## config.mk

```make
export PLATFORM = sky130hd
export DESIGN_NAME = mfs_ctrl
export DESIGN_NICKNAME = d
export VERILOG_FILES = /design/src/hdl/mfs_pkg.sv /design/src/hdl/mfs_ctrl.sv
export SDC_FILE = /design/constraint.sdc
export NUM_CORES = 1
export LEC_CHECK = 0
export ABC_AREA = 1
export BUFFER_PORTS_ARGS = -buffer_cell sky130_fd_sc_hd__buf_2
export CAP_MARGIN = 20
export CORE_AREA = 2 2 39 41
export DETAILED_ROUTE_END_ITERATION = 16
export DIE_AREA = 0 0 41 43
export GPL_ROUTABILITY_DRIVEN = 0
export HOLD_SLACK_MARGIN = 0.02
export SLEW_MARGIN = 30
export SYNTH_ARGS = -nofsm -noshare
export SYNTH_HDL_FRONTEND = slang
export SYNTH_SLANG_ARGS = --single-unit
```

## constraint.sdc

```tcl
create_clock -name clk -period 1.4 [get_ports clk]
set_input_delay 0.21 -clock clk [delete_from_list [all_inputs] [get_ports clk]]
set_output_delay 0.21 -clock clk [all_outputs]
set_load 0.005 [all_outputs]
```

## src/hdl/mfs_pkg.sv

```systemverilog
// Shared types and codes for the multilevel feedback scheduler.
// No dependencies; imported by the controller, datapath and top level.
`default_nettype none
package mfs_pkg;

    localparam logic [1:0] OP_ENQUEUE  = 2'd0;
    localparam logic [1:0] OP_DISPATCH = 2'd1;
    localparam logic [1:0] OP_AGE      = 2'd2;
    localparam logic [1:0] OP_NONE     = 2'd3;

    localparam logic [1:0] ST_DONE  = 2'd0;
    localparam logic [1:0] ST_FULL  = 2'd1;
    localparam logic [1:0] ST_EMPTY = 2'd2;

    localparam logic CFG_QUANTUM   = 1'b0;
    localparam logic CFG_AGE_LIMIT = 1'b1;

    localparam logic [15:0] QUANTUM_RESET   = 16'd100;
    localparam logic [15:0] AGE_LIMIT_RESET = 16'd1000;

    localparam logic [1:0] LEVEL_TOP    = 2'd0;
    localparam logic [1:0] LEVEL_SECOND = 2'd1;
    localparam logic [1:0] LEVEL_BOTTOM = 2'd3;

    typedef struct packed {
        logic [1:0]  op;
        logic [7:0]  task_id;
        logic [1:0]  start_level;
        logic [15:0] burst_len;
        logic [31:0] now;
    } in_t;

    typedef struct packed {
        logic [1:0]  status;
        logic [7:0]  run_id;
        logic [1:0]  run_level;
        logic [15:0] grant;
        logic        finished;
        logic [2:0]  promoted;
    } out_t;

    typedef struct packed {
        logic       accept;
        logic       clear;
        logic       scan;
        logic       apply;
        logic [1:0] level;
        logic       emit;
    } cmd_t;

    typedef struct packed {
        logic       last;
        logic [1:0] op;
    } sts_t;

endpackage
`default_nettype wire

```

## src/hdl/mfs_ctrl.sv

```systemverilog
// Sequencer of the scheduler: handshakes, slot scan passes and write-back.
// Depends on mfs_pkg for command and status types.
`default_nettype none
module mfs_ctrl (
    input  wire logic        clk,
    input  wire logic        rst_n,
    input  wire logic        task_valid,
    output logic             task_stall,
    output logic             result_valid,
    input  wire logic        result_stall,
    input  wire logic [1:0]  task_op,
    input  wire mfs_pkg::sts_t sts,
    output mfs_pkg::cmd_t    cmd
);
    import mfs_pkg::*;

    localparam logic [2:0] S_IDLE  = 3'd0;
    localparam logic [2:0] S_SCAN  = 3'd1;
    localparam logic [2:0] S_DRAIN = 3'd2;
    localparam logic [2:0] S_APPLY = 3'd3;
    localparam logic [2:0] S_EMIT  = 3'd4;

    logic [2:0] state_reg, state_next;
    logic [1:0] level_reg, level_next;
    logic       out_valid_reg, out_valid_next;

    assign task_stall   = (state_reg != S_IDLE);
    assign result_valid = out_valid_reg;

    always_comb
    begin
        state_next     = state_reg;
        level_next     = level_reg;
        out_valid_next = out_valid_reg && result_stall;
        cmd            = '0;
        cmd.level      = level_reg;
        case (state_reg)
            S_IDLE:
            begin
                if (task_valid)
                begin
                    cmd.accept = 1'b1;
                    if (task_op == OP_NONE)
                    begin
                        state_next = S_EMIT;
                    end
                    else
                    begin
                        cmd.clear  = 1'b1;
                        level_next = (task_op == OP_AGE) ? LEVEL_SECOND : LEVEL_TOP;
                        state_next = S_SCAN;
                    end
                end
            end
            S_SCAN:
            begin
                cmd.scan = 1'b1;
                if (sts.last)
                begin
                    state_next = S_DRAIN;
                end
            end
            S_DRAIN:
            begin
                state_next = S_APPLY;
            end
            S_APPLY:
            begin
                cmd.apply = 1'b1;
                if (sts.op == OP_AGE && level_reg != LEVEL_BOTTOM)
                begin
                    cmd.clear  = 1'b1;
                    level_next = level_reg + 2'd1;
                    state_next = S_SCAN;
                end
                else
                begin
                    state_next = S_EMIT;
                end
            end
            S_EMIT:
            begin
                if (!out_valid_reg || !result_stall)
                begin
                    cmd.emit       = 1'b1;
                    out_valid_next = 1'b1;
                    state_next     = S_IDLE;
                end
            end
            default:
            begin
                state_next = S_IDLE;
            end
        endcase
    end

    always_ff @(posedge clk or negedge rst_n)
    begin
        if (!rst_n)
        begin
            state_reg     <= S_IDLE;
            level_reg     <= LEVEL_TOP;
            out_valid_reg <= 1'b0;
        end
        else
        begin
            state_reg     <= state_next;
            level_reg     <= level_next;
            out_valid_reg <= out_valid_next;
        end
    end

endmodule
`default_nettype wire

```

==> flow_summary.toml, run 1 <==
[run_status]
status = "completed"

[route]
vias = 485
drt_iter0_drc = 5
wl_um = 1040
drcViolationCount = 0
ant_nets = 0
firstDrtPassIters = 4
wl_per_cell_um = 9.97
viasPerCell = 4.66

[power]
power.internal_w = 0.000701
pwr-share-clk_pct = 13.2
finalPower_w = 0.00121
power_frac_comb_pct = 59.1
p_seq_share_pct = 27.6
ir_drop_mv = 0.688
power_switching_w = 0.000505
p_leak_nw = 0.402
p_per_area_mw_per_mm2 = 1830
switching_share_pct = 41.9

[worst_hold_path]
hold_end = "result_valid$_DFF_PN0_"
hold_start = "result_stall"
min_path_type = "input pin to register"
min_path_cells = 3

[floorplanning]
die_h_um = 43
start_util_pct = 30.2
core-area_mm2 = 0.00138
die-area_mm2 = 0.00176
boundaryPins = 18
die_w_um = 41
num_rows = 14

[synthesis]
synth-async-reset-ratio_pct = 100
seq_area_frac_synth_pct = 35.9
synth_top_area_share_pct = 35.9
synth_flop_cell = "dfrtp_1"
synthTopCellsByArea = "dfrtp_1 (36%), nand2_1 (15%), nand3_1 (13%)"
ys_ff_latch = 6
syn-num-nets = 68
synth_common_cells = "nand2_1 (17), nand3_1 (11), inv_1 (7)"
synth_edf_count = 0
synth_warnings = 0
synth_top_area_cell = "dfrtp_1"
synth_area_um2 = 418
yosysMostFrequentCell = "nand2_1"
synth_cell_types = 16
synth_area_per_cell_um2 = 7.21
syn_inst = 58

[critical_path]
crit_path_end_kind = "primary output"
arrival_ns = 1.17
start_kind = "register"
worstSetupPathType = "register to primary output"
crit_start = "state_reg[1]$_DFFE_PN0P_"
r2r_start = "state_reg[1]$_DFFE_PN0P_"
rr_endpoint = "state_reg[2]$_DFFE_PN0P_"
reg2reg_slack_ns = 0.08
critPathMaxFanout = 5
r2r_cells = 8
required_ns = 1.19

[cells_and_area]
fill_cells = 139
syn_to_final_growth_pct = 58.1
final_util_pct = 47.7
largest_reg_flops = 3
final_cells = 104
drive_above_1_share_pct = 48.9
final_area_um2 = 661
antenna_cells = 0
fin_nets = 100

[job]
drv_cap = 0

[clock_network]
cts_tree = "done"
cts_buffer_depth = 2
clock-root-buffer = "clkbuf_4"
cts_sinks = 6
clk_pin_slew_ns = 0.05
clkLatencyLatePin_ns = 0.25
numCtsBuffers = 3
ctsHtreeMaxLevel = 1

[global_routing]
grt_pass1_vias = 416
met2_usage_pct = 20.3
grt_overflow = 0
grt_first_pass_wirelength_um = 1640
grt_max_degree = 7
grt_use_met1_pct = 17.5
gr-usage-met3_pct = 3.14
grt_usage_pct = 13.5
grt_antenna_before_repair = 0
gr-max-usage-layer = "met2"

[placement]
place_hpwl_um = 768
dpl.cell_count = 92
place_area_um2 = 531
port_buffers = 17
pre_cts_ws_ns = 0.111

[sta]
fin_crit_ns = 1.38
slew_violations = 0
hold_viol = 0
fmax_mhz = 726
fin_ws_ns = 0.0233
max-slew-margin-rel_pct = 86.3
finClkSkew_ns = 0.00853
tightestPinTransition_ns = 0.203
post-route-period-util_pct = 98.3
setup_violations = 0
rsz0062_at_grt = "yes"
repair_timing:
item,in CTS,in global routing
gates resized for setup,5,6
hold buffers,1,0
setup endpoints to repair,2,4
pin swaps,2,4
endpoints found under the hold margin,6,0
buffers inserted,4,4
power groups by stage:
stage | combinational (W) | clock [W] | sequential, W
3_3_place_gp | 0.000533 | 0 | 0.000318
5_1_grt | 0.000804 | 0.000173 | 0.000345
3_5_place_dp | 0.000540 | 0 | 0.000321
6_report | 0.000713 | 0.000160 | 0.000333
2_1_floorplan | 0.000335 | 0 | 0.000320
4_1_cts | 0.000624 | 0.000167 | 0.000325
area by class of cell:
type | instances | area, µm² | share of cell area, %
Tap cell | 16 | 20.0 | 3.03
Sequential cell | 6 | 154 | 23.3
Multi-Input combinational cell | 44 | 262 | 39.6
Inverter | 8 | 30.0 | 4.55
Clock buffer | 3 | 22.5 | 3.41
Timing Repair Buffer | 27 | 173 | 26.1
layout by cell type (no fill, tap or decap):
| cell type | n |
|---|---|
| a21oi_1 | 1 |
| buf_2 | 16 |
| buf_4 | 8 |
| buf_6 | 2 |
| clkbuf_4 | 3 |
| dfrtp_1 | 3 |
| dfrtp_2 | 3 |
| dlygate4sd3_1 | 1 |
| ha_2 | 1 |
| inv_1 | 6 |
| inv_2 | 2 |
| nand2_1 | 17 |
| nand2_4 | 2 |
| nand3_1 | 11 |
| nand3b_1 | 1 |
| nand4_1 | 1 |
| nand4_4 | 1 |
| nor2_1 | 2 |
| nor2_2 | 2 |
| nor2_4 | 3 |
| o21ai_0 | 1 |
| or2_1 | 1 |
per-stage QoR:
| stage | TNS, ns | hold slack, ns |
|---|---|---|
| 2_1_floorplan | 0 | -0.0856 |
| 3_3_place_gp | 0 | 0.0425 |
| 3_5_place_dp | 0 | 0.0400 |
| 4_1_cts | 0 | 0.191 |
| 5_1_grt | -0.109 | 0.224 |
| 6_report | 0 | 0.197 |
worst max-delay path, stage by stage (launching register included):
cell and delay, ns:
dfrtp_2 0.44, nor2_4 0.18, nand4_4 0.12, nand2_4 0.09, buf_6 0.09
per-layer routing:
metal  part of all wire, %  wire length [µm]  vias up
met5                     0                 0        -
met4                  0.96                10        0
met3                   6.3                65        2
met2                    48               496       13
met1                    45               465      222
li1                      -                 -      248
worst max path at each step:
| stage | to | slack (ns) |
|---|---|---|
| CTS | cmd[5] | 0.002 |
| finish | cmd[5] | 0.02 |
| global route | cmd[5] | -0.04 |
| floorplan | cmd[5] | 0.27 |
| global placement | cmd[5] | 0.12 |
| detailed placement | cmd[5] | 0.11 |
logic make-up after synthesis:
group | Yosys count | synth area share [%]
and+or+nand+nor | 41 | 51.5
buffers and inverters | 8 | 7.19
DFF | 6 | 35.9
AOI/OAI and AO/OA | 2 | 2.39
adders and majority gates | 1 | 2.99
(Power assumes the default switching activity.)
==> inputs of run 2 (changes only) <==
--- a/config.mk
+++ b/config.mk
@@ -13,6 +13,7 @@
 export DIE_AREA = 0 0 41 43
 export GPL_ROUTABILITY_DRIVEN = 0
 export HOLD_SLACK_MARGIN = 0.02
+export SETUP_SLACK_MARGIN = 0.15
 export SLEW_MARGIN = 30
 export SYNTH_ARGS = -nofsm -noshare
 export SYNTH_HDL_FRONTEND = slang
==> flow_summary.toml, run 2 (synthesis results as in run 1) <==
[global_routing]
grt_first_pass_wirelength_um = 1720
grt_overflow = 0
grt_antenna_before_repair = 0
grt_pass1_vias = 436
grt_usage_pct = 14.3
grt_max_degree = 7

[critical_path]
critPathMaxFanout = 5
crit_path_end_kind = "primary output"
reg2reg_slack_ns = 0.08
max_stage_delay_ns = 0.44
start_kind = "register"
path_depth = 4
cp_slowest_cell = "dfrtp_2"
critPathTopFamily = "flip-flops"
worstSetupPathType = "register to primary output"
required_ns = 1.19
arrival_ns = 1.17
cp_num_buf_inv = 1
cp_cell_sequence = "nor2_4 > nand4_4 > nand2_4 > buf_6"
r2r_cells = 8

[route]
drcViolationCount = 0
drt_iter0_drc = 9
ant_nets = 0
wl_um = 1120
firstDrtPassIters = 4
viasPerCell = 4.70
vias = 494
wl_per_cell_um = 10.6

[cells_and_area]
final_cells = 105
syn_to_final_growth_pct = 62.3
final_cell_mix = "buf_2 (16), nand2_1 (15), nand3_1 (10), buf_4 (9), inv_1 (6)"
final_util_pct = 49.0
drive_above_1_share_pct = 52.8
fill_cells = 137
layout_commonest_cell = "buf_2"
regArea_um2 = 154
fin_nets = 101
final_area_um2 = 678
largest_reg_flops = 3
antenna_cells = 0
multiInputGateArea_um2 = 272

[placement]
place_hpwl_um = 768
port_buffers = 17
place_area_um2 = 531
dpl.cell_count = 92

[power]
p_leak_nw = 0.406
ir_drop_mv = 0.642
p_per_area_mw_per_mm2 = 1840
finalPower_w = 0.00125

[clock_network]
numCtsBuffers = 3
cts_buffer_depth = 2
ctsHtreeMaxLevel = 1
clock-root-buffer = "clkbuf_4"
clk_pin_slew_ns = 0.05
cts_tree = "done"
cts_sinks = 6
clkLatencyLatePin_ns = 0.25

[floorplanning]
start_util_pct = 30.2
die-area_mm2 = 0.00176
boundaryPins = 18
core-area_mm2 = 0.00138
num_rows = 14
die_w_um = 41
die_h_um = 43

[sta]
hold_viol = 0
setup_violations = 0
fin_crit_ns = 1.38
fmax_mhz = 725
slew_violations = 0
rsz0062_at_grt = "yes"
tightestPinTransition_ns = 0.258
max-slew-margin-rel_pct = 82.6
whs_ns = 0.195
finClkSkew_ns = 0.00828
post-route-period-util_pct = 98.5

[run_status]
status = "completed"

[worst_hold_path]
min_path_cells = 3
min_path_type = "input pin to register"

[job]
drv_cap = 0
==> run 2: cell types whose count changed in the layout (fill, tap and decap cells not counted), sizes merged <==
| cell | previous run | this run |
|---|---|---|
| buf | 26 | 27 |
==> run 2: final cells by class <==
class	instances	share of cell area, %
Multi-Input combinational cell	44	40.0
Timing Repair Buffer	28	26.6
Inverter	8	4.43
Tap cell	16	2.95
Sequential cell	6	22.7
Clock buffer	3	3.32
==> run 2: power by group <==
part | switching (W) | total, W | internal, W | leakage (nW)
Combinational | 0.000384 | 0.000753 | 0.000370 | 0.317
Sequential | 0.0000841 | 0.000335 | 0.000251 | 0.0751
Clock | 0.0000633 | 0.000160 | 0.0000970 | 0.0138
==> run 2: repair_timing <==
action | 4_1_cts | 5_1_grt
resized for setup | 9 | 5
hold buffers | 1 | 0
buffers inserted | 8 | 1
gates cloned | 0 | 0
endpoints found under the setup margin | 6 | 10
pin swaps | 3 | 2
hold endpoints to repair | 6 | 0
==> run 2: worst reg2reg max path: stages (launching register included) <==
cell,delay (ns)
dfrtp_2,0.44
nor2_4,0.19
buf_4,0.13
buf_4,0.11
nand3_2,0.08
nand2_2,0.09
nor2_2,0.04
nand2_1,0.06
nand2_1,0.06
==> run 2: path summary, 6_finish.rpt <==
check / from / endpoint
hold / removal: result_stall / result_valid$_DFF_PN0_
max in group asynchronous: rst_n / state_reg[2]$_DFFE_PN0P_
setup / recovery: state_reg[1]$_DFFE_PN0P_ / cmd[5]
setup reg to reg: state_reg[1]$_DFFE_PN0P_ / state_reg[2]$_DFFE_PN0P_
min in group asynchronous: rst_n / state_reg[0]$_DFFE_PN0P_
hold reg to reg: result_valid$_DFF_PN0_ / result_valid$_DFF_PN0_
==> run 2: stage by stage <==
stage               setup TNS (ns)  setup slack, ns
floorplan                        0            0.270
global placement                 0            0.117
detailed placement               0            0.111
CTS                              0           0.0360
global route               -0.0713          -0.0332
finish                           0           0.0205
==> run 2: per-layer routing <==
metal,routed length (µm),vias up,part of all wire [%],global-route usage [%]
met5,0,-,0,0
met4,10,0,0.89,6.00
met3,52,2,4.7,3.14
met2,563,13,50,22.8
met1,491,228,44,17.5
li1,-,251,-,-
==> inputs of run 3 (changes only) <==
--- a/config.mk
+++ b/config.mk
@@ -13,6 +13,7 @@
 export DIE_AREA = 0 0 41 43
 export GPL_ROUTABILITY_DRIVEN = 0
 export HOLD_SLACK_MARGIN = 0.02
+export PLACE_DENSITY = 0.55
 export SETUP_SLACK_MARGIN = 0.15
 export SLEW_MARGIN = 30
 export SYNTH_ARGS = -nofsm -noshare
==> flow_summary.toml, run 3 (synthesis results as in run 1) <==
[global_routing]
grt_first_pass_wirelength_um = 1780
grt_usage_pct = 15.6
grt_max_degree = 7
grt_pass1_vias = 465
grt_antenna_before_repair = 0
grt_overflow = 0

[cells_and_area]
final_cell_mix = "buf_2 (16), nand2_1 (12), buf_4 (12), nand3_1 (9), inv_1 (6)"
layout_commonest_cell = "buf_2"
largest_reg_flops = 3
regArea_um2 = 154
fill_cells = 140
fin_nets = 104
final_util_pct = 52.3
drive_above_1_share_pct = 58.7
antenna_cells = 0
syn_to_final_growth_pct = 73.1
final_cells = 108
multiInputGateArea_um2 = 289

[power]
power_switching_w = 0.000587
p_leak_nw = 0.432
power_frac_comb_pct = 62.6
switching_share_pct = 42.5
pwr-share-clk_pct = 11.7
ir_drop_mv = 0.781
power.internal_w = 0.000794
p_seq_share_pct = 25.7
p_per_area_mw_per_mm2 = 1910

[floorplanning]
num_rows = 14
die_w_um = 41
die_h_um = 43
start_util_pct = 30.2
core-area_mm2 = 0.00138
boundaryPins = 18
die-area_mm2 = 0.00176

[route]
vias = 523
viasPerCell = 4.84
wl_um = 1250
ant_nets = 0
wl_per_cell_um = 11.6
drt_iter0_drc = 8
firstDrtPassIters = 4
drcViolationCount = 0

[sta]
fin_ws_ns = 0.00756
post-route-period-util_pct = 99.5
finClkSkew_ns = 0.00167
slew_violations = 0
fmax_mhz = 718
tightestPinTransition_ns = 0.216
rsz0062_at_grt = "yes"
setup_violations = 0
max-slew-margin-rel_pct = 85.4
hold_viol = 0
fin_crit_ns = 1.39

[critical_path]
required_ns = 1.19
start_kind = "register"
cp_slowest_cell = "dfrtp_2"
critPathTopFamily = "flip-flops"
arrival_ns = 1.18
cp_num_buf_inv = 1
cp_cell_sequence = "nor2_4 > nand2_2 > nor2_1 > buf_2"
critPathMaxFanout = 4
crit_path_end_kind = "primary output"
worstSetupPathType = "register to primary output"
max_stage_delay_ns = 0.45

[clock_network]
cts_buffer_depth = 2
numCtsBuffers = 3
cts_sinks = 6
cts_tree = "done"
ctsHtreeMaxLevel = 1
clkLatencyLatePin_ns = 0.24
clk_pin_slew_ns = 0.05
clock-root-buffer = "clkbuf_4"

[placement]
place_hpwl_um = 771
pre_cts_ws_ns = 0.109
port_buffers = 17
dpl.cell_count = 92

[run_status]
status = "completed"

[worst_hold_path]
min_path_type = "input pin to register"

[job]
drv_cap = 0
## run 3: changes by cell type in the layout (fill, tap and decap cells not counted)
cell	previous run	this run
inv_4	0	2
nand2_2	2	5
buf_4	9	12
nand3_1	10	9
nand2_1	15	12
nor2_2	2	1
nor2_4	3	4
nand3_2	1	2
inv_2	2	0
## run 3: final cells by class
type	instances	area share (%)
Sequential cell	6	21.3
Tap cell	16	2.77
Timing Repair Buffer	31	28.0
Clock buffer	3	3.11
Multi-Input combinational cell	44	40.0
Inverter	8	4.84
## run 3: per-layer routing
layer  part of all wire [%]  GRT usage, %
met4                      0          10.0
met3                    3.4          3.14
met2                     56          24.4
met5                      0             0
met1                     40          18.0
## run 3: power groups by stage
stage / combinational (W) / sequential [W] / clock (W)
floorplan: 0.000335 / 0.000320 / 0
global placement: 0.000537 / 0.000319 / 0
detailed placement: 0.000542 / 0.000321 / 0
CTS: 0.000697 / 0.000336 / 0.000170
global route: 0.000943 / 0.000365 / 0.000178
finish: 0.000865 / 0.000355 / 0.000161
## run 3: tightest hold or removal path: cells and delay by family
| family | cells | cell delay [ns] |
|---|---|---|
| simple gates | 2 | 0.11 |
| buf+inv | 1 | 0.07 |
## run 3: final timing paths
path	start	endpoint	slack, ns	depth (start not counted)
min	result_stall	result_valid$_DFF_PN0_	0.19	3
min in group asynchronous	rst_n	state_reg[0]$_DFFE_PN0P_	0.32	2
max reg2reg	state_reg[1]$_DFFE_PN0P_	state_reg[0]$_DFFE_PN0P_	0.09	8
min reg2reg	result_valid$_DFF_PN0_	result_valid$_DFF_PN0_	0.51	2
max in group asynchronous	rst_n	state_reg[2]$_DFFE_PN0P_	0.93	2
max	state_reg[1]$_DFFE_PN0P_	cmd[0]	0.008	4
## run 3: what timing repair did
action                     CTS  global route
setup buffers                7             5
pin swaps                    4             6
resized for setup           10            11
hold buffers                 1             0
setup endpoints to repair    6             9
hold endpoints to repair     6             0
## run 3: metrics by stage
step / hold WS, ns / setup TNS (ns) / instance area (µm²) / power, W
2_1_floorplan: -0.0856 / 0 / 418 / 0.000655
4_1_cts: 0.183 / 0 / 656 / 0.00120
5_1_grt: 0.221 / -0.126 / 723 / 0.00149
3_5_place_dp: 0.0424 / 0 / 531 / 0.000862
6_report: 0.190 / 0 / 723 / 0.00138
3_3_place_gp: 0.0431 / 0 / 531 / 0.000856
